--- src/rtl/skrt_pkg.sv ---
`timescale 1ns / 1ps
// ----------------------------------------------------------------------------
// Sorted key record table package
// Shared types, command and status codes, and cell control for the table.
// ----------------------------------------------------------------------------
package skrt_pkg;

  localparam int DEFAULT_CAPACITY = 64;

  localparam int ACTION_W = 2;
  localparam int KEY_W    = 32;
  localparam int NAME_W   = 64;
  localparam int STATUS_W = 4;

  // Command codes.
  localparam logic [ACTION_W-1:0] ACT_ADD    = 2'd0;
  localparam logic [ACTION_W-1:0] ACT_DELETE = 2'd1;
  localparam logic [ACTION_W-1:0] ACT_SHOW   = 2'd2;
  localparam logic [ACTION_W-1:0] ACT_LIST   = 2'd3;

  // Result status codes.
  localparam logic [STATUS_W-1:0] ST_ADDED    = 4'd0;
  localparam logic [STATUS_W-1:0] ST_EXISTS   = 4'd1;
  localparam logic [STATUS_W-1:0] ST_BAD_NAME = 4'd2;
  localparam logic [STATUS_W-1:0] ST_DELETED  = 4'd3;
  localparam logic [STATUS_W-1:0] ST_ABSENT   = 4'd4;
  localparam logic [STATUS_W-1:0] ST_FOUND    = 4'd5;
  localparam logic [STATUS_W-1:0] ST_LISTED   = 4'd6;
  localparam logic [STATUS_W-1:0] ST_EMPTY    = 4'd7;
  localparam logic [STATUS_W-1:0] ST_FULL     = 4'd8;

  // Cell operations.
  localparam int CELL_OP_W = 3;
  localparam logic [CELL_OP_W-1:0] CELL_HOLD   = 3'd0;
  localparam logic [CELL_OP_W-1:0] CELL_SEARCH = 3'd1;
  localparam logic [CELL_OP_W-1:0] CELL_INSERT = 3'd2;
  localparam logic [CELL_OP_W-1:0] CELL_DELETE = 3'd3;
  localparam logic [CELL_OP_W-1:0] CELL_ROTATE = 3'd4;

  typedef struct packed {
    logic [ACTION_W-1:0] action;
    logic [KEY_W-1:0]    record_key;
    logic [NAME_W-1:0]   first_name;
    logic [NAME_W-1:0]   last_name;
  } in_t;

  typedef struct packed {
    logic [STATUS_W-1:0] status;
    logic [KEY_W-1:0]    out_key;
    logic [NAME_W-1:0]   out_first;
    logic [NAME_W-1:0]   out_last;
    logic                last_of_run;
  } out_t;

  typedef struct packed {
    logic [KEY_W-1:0]  key;
    logic [NAME_W-1:0] first;
    logic [NAME_W-1:0] last;
  } rec_t;

  typedef struct packed {
    logic [CELL_OP_W-1:0] op;
    rec_t                 rec;
  } cell_ctrl_t;

endpackage

--- src/rtl/skrt_cell.sv ---
`timescale 1ns / 1ps
// ----------------------------------------------------------------------------
// Sorted key record table cell
// Holds one record, compares it with the broadcast key and shifts or rotates.
// ----------------------------------------------------------------------------
module skrt_cell (
  input  logic                clk,
  input  logic                rst_n,
  input  skrt_pkg::cell_ctrl_t ctrl,
  input  logic                occupied,
  input  logic                is_tail,
  input  logic                left_lt,
  input  skrt_pkg::rec_t      left_rec,
  input  skrt_pkg::rec_t      right_rec,
  input  skrt_pkg::rec_t      head_rec,
  output skrt_pkg::rec_t      rec,
  output logic                lt,
  output logic                eq
);

  skrt_pkg::rec_t rec_r, rec_nxt;
  logic           lt_r, lt_nxt;
  logic           eq_r, eq_nxt;

  always_comb begin
    rec_nxt = rec_r;
    lt_nxt  = lt_r;
    eq_nxt  = eq_r;
    case (ctrl.op)
      skrt_pkg::CELL_SEARCH: begin
        lt_nxt = occupied && (rec_r.key < ctrl.rec.key);
        eq_nxt = occupied && (rec_r.key == ctrl.rec.key);
      end
      skrt_pkg::CELL_INSERT: begin
        // Cells holding smaller keys stay; the first other cell takes the new
        // record and every cell after it takes its left neighbor.
        if (!lt_r) begin
          rec_nxt = left_lt ? ctrl.rec : left_rec;
        end
      end
      skrt_pkg::CELL_DELETE: begin
        if (!lt_r) begin
          rec_nxt = right_rec;
        end
      end
      skrt_pkg::CELL_ROTATE: begin
        if (occupied) begin
          rec_nxt = is_tail ? head_rec : right_rec;
        end
      end
      default: begin
        rec_nxt = rec_r;
      end
    endcase
  end

  always_ff @(posedge clk) begin
    rec_r <= rec_nxt;
  end

  always_ff @(posedge clk) begin
    if (!rst_n) begin
      lt_r <= 1'b0;
      eq_r <= 1'b0;
    end else begin
      lt_r <= lt_nxt;
      eq_r <= eq_nxt;
    end
  end

  assign rec = rec_r;
  assign lt  = lt_r;
  assign eq  = eq_r;

endmodule
--- config.mk ---
export PLATFORM = sky130hd
export DESIGN_NAME = skrt_cell
export DESIGN_NICKNAME = d
export VERILOG_FILES = /design/src/rtl/skrt_pkg.sv /design/src/rtl/skrt_cell.sv
export SDC_FILE = /design/constraint.sdc
export NUM_CORES = 1
export LEC_CHECK = 0
export BUFFER_PORTS_ARGS = -buffer_cell sky130_fd_sc_hd__clkbuf_2
export CORE_AREA = 2 2 314 316
export DETAILED_ROUTE_END_ITERATION = 8
export DIE_AREA = 0 0 316 318
export GPL_TIMING_DRIVEN = 0
export PLACE_DENSITY = 0.41
export SYNTH_ARGS = -nofsm -noshare
export SYNTH_HDL_FRONTEND = slang
export SYNTH_SLANG_ARGS = --single-unit
--- constraint.sdc ---
create_clock -name clk -period 15.87 [get_ports clk]
set_clock_uncertainty 0.15 [all_clocks]
set_input_delay 0.7935 -clock clk [delete_from_list [all_inputs] [get_ports clk]]
set_output_delay 0.7935 -clock clk [all_outputs]
set_load 0.01 [all_outputs]
==> results of run 1 <==
## cell families (layout without fill, tap and decap cells)
kind of cell / Yosys count / count (layout) / synth area share (%)
simple gates: 191 / 191 / 7.74
fa+ha+maj: 32 / 32 / 4.05
compound gates: 189 / 189 / 18.4
mux: 160 / 160 / 16.2
flops: 162 / 162 / 49.0
other cells: 0 / 2 / 0
buf+inv: 107 / 958 / 4.62
## registers in the layout (all words and copies together), names as in the netlist
name,cells
rec,160
lt,1
eq,1
## power by group through the flow
stage               Sequential [uW]  Combinational (uW)  Clock [uW]
global placement                555                 337           0
floorplan                       561                 130           0
global route                    530                 374         474
CTS                             527                 349         465
detailed placement              536                 348           0
finish                          527                 343         440
## routing by layer
layer	global-route usage [%]	part of all wire, %	vias to the layer above
li1	-	-	5032
met1	15.3	41	5205
met2	22.9	50	549
met3	3.44	7.2	75
met4	3.56	1.8	10
met5	0	0.083	-
## synth_stat cells (all sizes together)
library cell / count
nor2: 165
a221o: 160
a41o: 1
o311a: 1
nand2: 7
edfxtp: 160
a21o: 3
a21boi: 2
clkbuf: 26
o21ai: 3
nor4: 2
inv: 37
a2111oi: 1
nand3: 2
o32ai: 1
o221ai: 1
and3: 1
or3b: 1
nor3: 2
nor2b: 1
or2: 1
a21oi: 10
nand3b: 1
a32oi: 1
nand4: 8
mux2i: 160
a211oi: 3
ha: 32
buf: 44
o211ai: 2
dfxtp: 2
## critical path, delay by kind of cell
kind            cells  cell delay [ns]
compound gates      1             0.28
buf+inv             3             2.08
mux                 1             0.60
simple gates        1             0.10
## worst paths after layout
kind / endpoint / depth (start not counted) / slack (ns) / from
worst min register to register: eq$_SDFFE_PN0N_ / 2 / 0.36 / eq$_SDFFE_PN0N_
worst max-delay path: rec[123]$_DFFE_PP_ / 6 / 12.10 / left_lt
worst min-delay path: eq$_SDFFE_PN0N_ / 2 / 0.36 / eq$_SDFFE_PN0N_
worst max register to register: lt$_SDFFE_PN0N_ / 6 / 13.28 / rec[139]$_DFFE_PP_
## metrics by stage
step	total power (uW)	hold WS, ns
after global routing	1380	0.359
after global placement	892	0.322
after CTS	1340	0.316
final	1310	0.362
after detailed placement	884	0.338
after floorplan	690	0.371
## cell type report
type                            instances  area, um2  area share (%)
Sequential cell                       162       4840            29.6
Multi-Input combinational cell        572       4610            28.1
Timing Repair Buffer                  819       4300            26.2
Tap cell                             1287       1610            9.82
Clock buffer                           17        425            2.60
Buffer                                 70        318            1.94
Clock inverter                         15        146           0.893
Inverter                               37        139           0.847
Antenna cell                            2       5.00          0.0305
==> results by stage, run 1 <==
Setup path:
- Among all stages on the critical path, the largest delay is contributed by sky130_fd_sc_hd__clkbuf_1.
- STA puts the critical path data arrival time at slightly below 4 ns.
- STA puts the critical path data required time at roughly 16 ns.
- On the worst path, the slowest cell contributes a delay of roughly 0.93 ns.
- The critical path start-end classification is in -> reg.
- STA classifies the critical path endpoint as a flop.
- The signal on the critical path passes through clkbuf_1 > clkbuf_1 > buf_2 > mux2i_1 > nor2_1 > a221o_1.
- In this design, the critical path's most frequently occurring cell is sky130_fd_sc_hd__clkbuf_1.
- STA classifies the critical path startpoint as an input pin.
- In this run the worst path has a maximum fanout of 10.

STA:
- The final worst setup slack is 12.10 ns.
- The final setup TNS is 0 ns.
- The max-slew violation count is 0.
- The share of the cycle needed by the critical path after routing is a little under a quarter.
- The actual transition at the worst max-transition pin is around 1.3 ns.
- For this run, the top clock speed supported by timing is approximately 260 MHz.
- The number of setup violations in the final report is 0.
- The number of hold violations in the final report is 0.
- The worst relative slew slack is roughly 15%.
- Setup repair after global routing left no endpoint under its margin.
- The minimum clock period after layout is ~3.8 ns.

Run:
- The number of maximum-capacitance violations is 0.

Final layout:
- The library cell used most frequently in the layout, excluding fill and tap cells, is sky130_fd_sc_hd__clkbuf_2.
- The final standard cell utilization of the core is approximately 17%.
- The net count of the finished layout is ~2400.
- The share of layout cells above drive strength 1 is between 50% and 60%.
- The final cell count without fillers is about 3000.
- The layout filler cell count is between 10000 and 15000.
- The area growth from synthesis to layout is 65.8%.
- The library cells used most frequently in the layout, excluding fill and tap cells, are sky130_fd_sc_hd__clkbuf_2, sky130_fd_sc_hd__nor2_1, sky130_fd_sc_hd__mux2i_1, sky130_fd_sc_hd__a221o_1, sky130_fd_sc_hd__edfxtp_1.
- After routing the design area is roughly 0.016 mm2.

Floorplan:
- The I/O pin count is 810.
- Once the floorplan was initialized, standard cells occupied roughly 10% of the core.
- The floorplan step defined a die boundary enclosing 0.100 mm2.
- The die outline height is 318 um.
- Measured along the x axis, the die boundary spans roughly 320 um.
- The row count is 115.
- The area of the core is about 0.097 mm2.

Clock tree:
- TritonCTS built the clock tree.
- The clock-pin slew on the worst setup and hold paths is ~0.080 ns.
- Hold repair after CTS inserted 0 buffers.
- The CTS sink count is between 150 and 200.
- The worst-skew pair later-pin latency is 0.50 ns.
- In this run the deepest clock path goes through 2 buffers.
- The post-cts repair resize count is 0.
- The CTS root buffer is sky130_fd_sc_hd__clkbuf_16.
- The number of H-tree levels is 4.
- Buffers inserted during clock tree synthesis total 17.
- The number of setup buffers added after CTS is 0.

Power and ir drop:
- Net switching is approximately a third of the power.
- The sequential power share is between 40 and 50%.
- The internal power summed over all cells is a little under 900 uW.
- Per report_power, the clock group accounts for ~34% of the total.
- The cell leakage power is 0.00791 uW.
- Summed over all nets, the switching power comes to approximately 420 uW.
- The maximum resistive drop on vdd is approximately 0.000064 V.
- The portion of total power attributed to combinational logic is a little over a quarter.
- The power per unit of standard cell area is roughly 80 mW/mm2.

Global route:
- The first-pass GRT wire length is 88900 um.
- Entering global routing, the biggest net connects 20 pins.
- The number of antenna violations at the first check in global routing came to 24.
- The via count of the first global-routing pass was 11400.
- Global routing used between 10 and 15% of the available tracks across all layers.
- Global routing finished with a remaining overflow of 0.

Yosys:
- Counting every net in the synthesized netlist gives roughly 1500.
- The synthesized instance count is around 840.
- The top cell type's share of synthesized area is between 40% and 50%.
- The cell type with the largest total area after synthesis is sky130_fd_sc_hd__edfxtp_1.
- The synthesized area divided by synthesized cell count is 11.8 um2.
- The number of distinct library cells after synthesis is 33.
- The Yosys warning count is 0.
- By area the synthesized netlist is led by sky130_fd_sc_hd__edfxtp_1, sky130_fd_sc_hd__a221o_1, sky130_fd_sc_hd__mux2i_1, sky130_fd_sc_hd__nor2_1, sky130_fd_sc_hd__ha_1.
- The share of synthesized area occupied by flip-flops and latches is a little under 50%.
- The synthesis-stage register bit count is roughly 160.
- The synthesized area is between 0.009 and 0.01 mm2.

Hold path:
- The class of the most critical hold timing path is reg -> reg.

Drt:
- The number of detailed-routing iterations run before antenna repair is 5.
- The detail-routed net length per standard cell is between 20 and 25 um.
- After the first detailed-routing iteration, the DRC count stood at between 600 and 700.
- The antenna violation net count after detailed routing is 0.
- The remaining design rule violation count is 0.
- The per-cell via count in the routed design is approximately 3.6.
- The final layout contains routed wiring with a total length of between 60000 and 70000 um.
- The vias after detailed routing is between 10000 and 15000.

Run status:
- The run finished with clean final reports.

Place:
- The placed instances occupy a cell area of roughly 0.016 mm2.
- The number of placed cells counting well taps is 2947.
- The routability congestion estimate is about 0.85.
- At the placement stage, the worst setup path has a slack of 11.14 ns.
- The count of buffers inserted at the top-level ports is 808.
- The HPWL after detailed placement is 57500 um.
Power figures use the tool's default switching activity.
==> run 2: changes to the inputs <==
Settings changed: CORE_AREA 2 2 314 316 to 2 2 312 314, DIE_AREA 0 0 316 318 to 0 0 314 316, PLACE_DENSITY 0.41 to 0.42.
Clock period 15.87 ns to 3.45 ns, I/O delays scaled along.
==> results by stage, run 2 (synthesis gave the netlist of run 1 again) <==
Clock tree:
- The clock tree synthesis step divided the H-tree into 4 levels.
- The clock drives roughly 160 sinks.
- The number of clock buffers inserted by TritonCTS is 17.
- The clock-pin slew on the worst setup and hold paths is approximately 0.080 ns.
- TritonCTS built the clock tree.
- Clock tree synthesis selected as its root buffer the cell sky130_fd_sc_hd__clkbuf_16.
- The worst-skew pair later-pin latency is between 0.4 and 0.5 ns.
- The clock passes through at most 2 buffers.
- The number of gates resized after CTS was 0.

Hold path:
- The path class of the tightest hold or removal check is in -> reg.
- The startpoint of the worst hold path is occupied.

Setup path:
- The delay of the slowest critical-path stage is around 0.74 ns.
- The standard cell with the maximum stage delay on the critical path is sky130_fd_sc_hd__clkbuf_2.
- STA classifies the critical path endpoint as a flop.
- The critical path required time is between 3 and 4 ns.
- The number of buffer and inverter stages on the critical path is 4.
- The maximum fanout count along the critical path is 10.
- STA classifies the critical path startpoint as an input pin.
- In this run the critical register-to-register path is launched from lt$_SDFFE_PN0N_.
- Traced cell by cell, the critical path runs through clkbuf_1 > clkbuf_2 > buf_2 > mux2i_1 > nor2_1 > a221o_1 > dlygate4sd3_1.
- The critical path start-end classification is in -> reg.
- The startpoint of the worst setup timing path is left_lt.
- The worst register-to-register path has a setup slack of 0.77 ns.
- STA puts the critical path data arrival time at ~3.3 ns.
- The cell family contributing the most delay on the critical path is buffers and inverters.

Floorplan:
- The die outline height is roughly 320 um.
- The I/O pin count is 810.
- The floorplan step set the die width to 314 um.
- The starting utilization of the core area is 10.3%.
- The total die area is ~0.1 mm2.
- The row count is 114.
- The area of the core is 0.0960 mm2.

Global route:
- The number of antenna violations at the first check in global routing was 31.
- The remaining global-route overflow is 0.
- The total global routing track utilization is between 10% and 20%.
- The via count of the first global-routing pass was around 12000.
- The pin count of the biggest net entering global routing is 20.
- The first global-routing pass estimated roughly 90000 um of wire.

Final layout:
- The register with the most flip-flops in the layout has 160 of them.
- The layout filler cell count is between 10000 and 15000.
- Leaving out filler cells and counting taps, the final layout contains ~3300.
- Across the whole layout, storage elements account for 0.00485 mm2.
- The post-route standard cell area excluding fillers is slightly below 0.02 mm2.
- In the layout the commonest cells are sky130_fd_sc_hd__clkbuf_2, sky130_fd_sc_hd__dlygate4sd3_1, sky130_fd_sc_hd__nor2_1.
- In the final layout, the share of cells above drive strength 1 is between 40% and 50%.
- Summing all multi-input logic gate instances after layout gives roughly 0.0046 mm2.
- The library cell used most frequently in the layout, excluding fill and tap cells, is sky130_fd_sc_hd__clkbuf_2.
- In the final design database the tool counted around 2700 nets.
- The area growth from synthesis to layout is 97.8%.

Drt:
- Before antenna repair, the detailed router went through 5 iterations.
- The vias after detailed routing is ~12000.
- After detailed routing, the number of vias per cell comes to roughly 3.7.
- In this run, the number of DRC markers left after iteration 0 of detailed routing was 686.
- In this run the remaining antenna-violating nets after routing total 0.
- The remaining design rule violation count is 0.
- The total detailed-routing wirelength is 70100 um.
- Dividing the detail-routed wire length by the instance count gives between 20 and 25 um.

Power and ir drop:
- The maximum resistive drop on vdd is 0.000203 V.
- The power per unit of standard cell area is 331 mW/mm2.
- The sum of internal, switching and leakage power is ~6500 uW.
- The cell leakage power is 0.00926 uW.

STA:
- The number of hold violations in the final report is 0.
- Based on the critical path, the design can be clocked at up to around 310 MHz.
- The max-slew violation count was 0.
- Dividing the final minimum period by the clock period gives 92.3%.
- For the final routed database, the setup TNS stands at 0 ns.
- The number of setup violations in the final report is 0.
- For the pin with the worst max-slew slack, the measured transition is approximately 1.3 ns.
- In this run the tightest slew margin relative to its limit is between 10% and 20%.
- The minimum clock period after layout is 3.18 ns.
- Setup repair after global routing left no endpoint under its margin.

Place:
- The area of placed instances is ~0.016 mm2.
- After detailed placement, the design holds a cell count of 2935.
- During placement, the flow inserted port buffers numbering ~800.
- Summed over all nets, the half-perimeter wirelength after detailed placement is 59600 um.
- The congestion estimate from routability-driven global placement came to 0.892.

Run status:
- The run finished with clean final reports.

Run:
- The number of maximum-capacitance violations is 0.
run 2: changes by cell type in the layout (fill, tap and decap cells not counted), moves of 2 or more:
cell                            change
sky130_fd_sc_hd__dlygate4sd3_1    +321
sky130_fd_sc_hd__diode_2           +12
sky130_fd_sc_hd__buf_16             -5
sky130_fd_sc_hd__buf_8              +4
sky130_fd_sc_hd__inv_8              -2
run 2: area by class of cell:
class / count / share of cell area, %
Tap cell: 1276 / 8.16
Timing Repair Buffer: 1139 / 38.0
Buffer: 70 / 1.63
Inverter: 37 / 0.710
Antenna cell: 14 / 0.179
Clock inverter: 14 / 0.793
Clock buffer: 18 / 2.19
Sequential cell: 162 / 24.8
Multi-Input combinational cell: 572 / 23.6
run 2: path summary, 6_finish.rpt:
check,end,depth (start not counted)
hold / removal,lt$_SDFFE_PN0N_,6
setup / recovery,rec[70]$_DFFE_PP_,7
hold reg to reg,eq$_SDFFE_PN0N_,2
setup reg to reg,rec[100]$_DFFE_PP_,6
run 2: worst min-delay path: stages:
cell and delay, ns:
sky130_fd_sc_hd__clkbuf_2 0.08, sky130_fd_sc_hd__inv_1 0.10, sky130_fd_sc_hd__or2_4 0.16, sky130_fd_sc_hd__a2111oi_4 0.03, sky130_fd_sc_hd__o211ai_1 0.09, sky130_fd_sc_hd__a211oi_2 0.07
run 2: report_power, final:
part	total [uW]	internal (uW)	switching, uW
Sequential	2420	2370	55.1
Combinational	2030	1090	942
Clock	2030	1070	959
run 2: what timing repair did:
action	4_1_cts	5_1_grt
hold endpoints to repair	162	0
hold buffers	321	0
setup buffers	0	0
run 2: metrics by stage:
stage / hold slack [ns] / worst slack (ns) / util (%)
final: 0.101 / 0.265 / 20.4
after global routing: 0.0295 / 0.113 / 20.4
after CTS: 0.0111 / 0.121 / 20.3
after detailed placement: 0.326 / 0.0802 / 16.4
after global placement: 0.320 / -3.73 / 16.2
after floorplan: 0.159 / -1.21 / -
run 2: routing by layer:
| layer | share of wire, % | up-vias | track usage (%) |
|---|---|---|---|
| li1 | - | 5687 | - |
| met1 | 41 | 5865 | 16.0 |
| met2 | 48 | 582 | 22.3 |
| met3 | 7.6 | 83 | 4.55 |
| met4 | 2.9 | 8 | 6.26 |
| met5 | 0.081 | - | 0 |
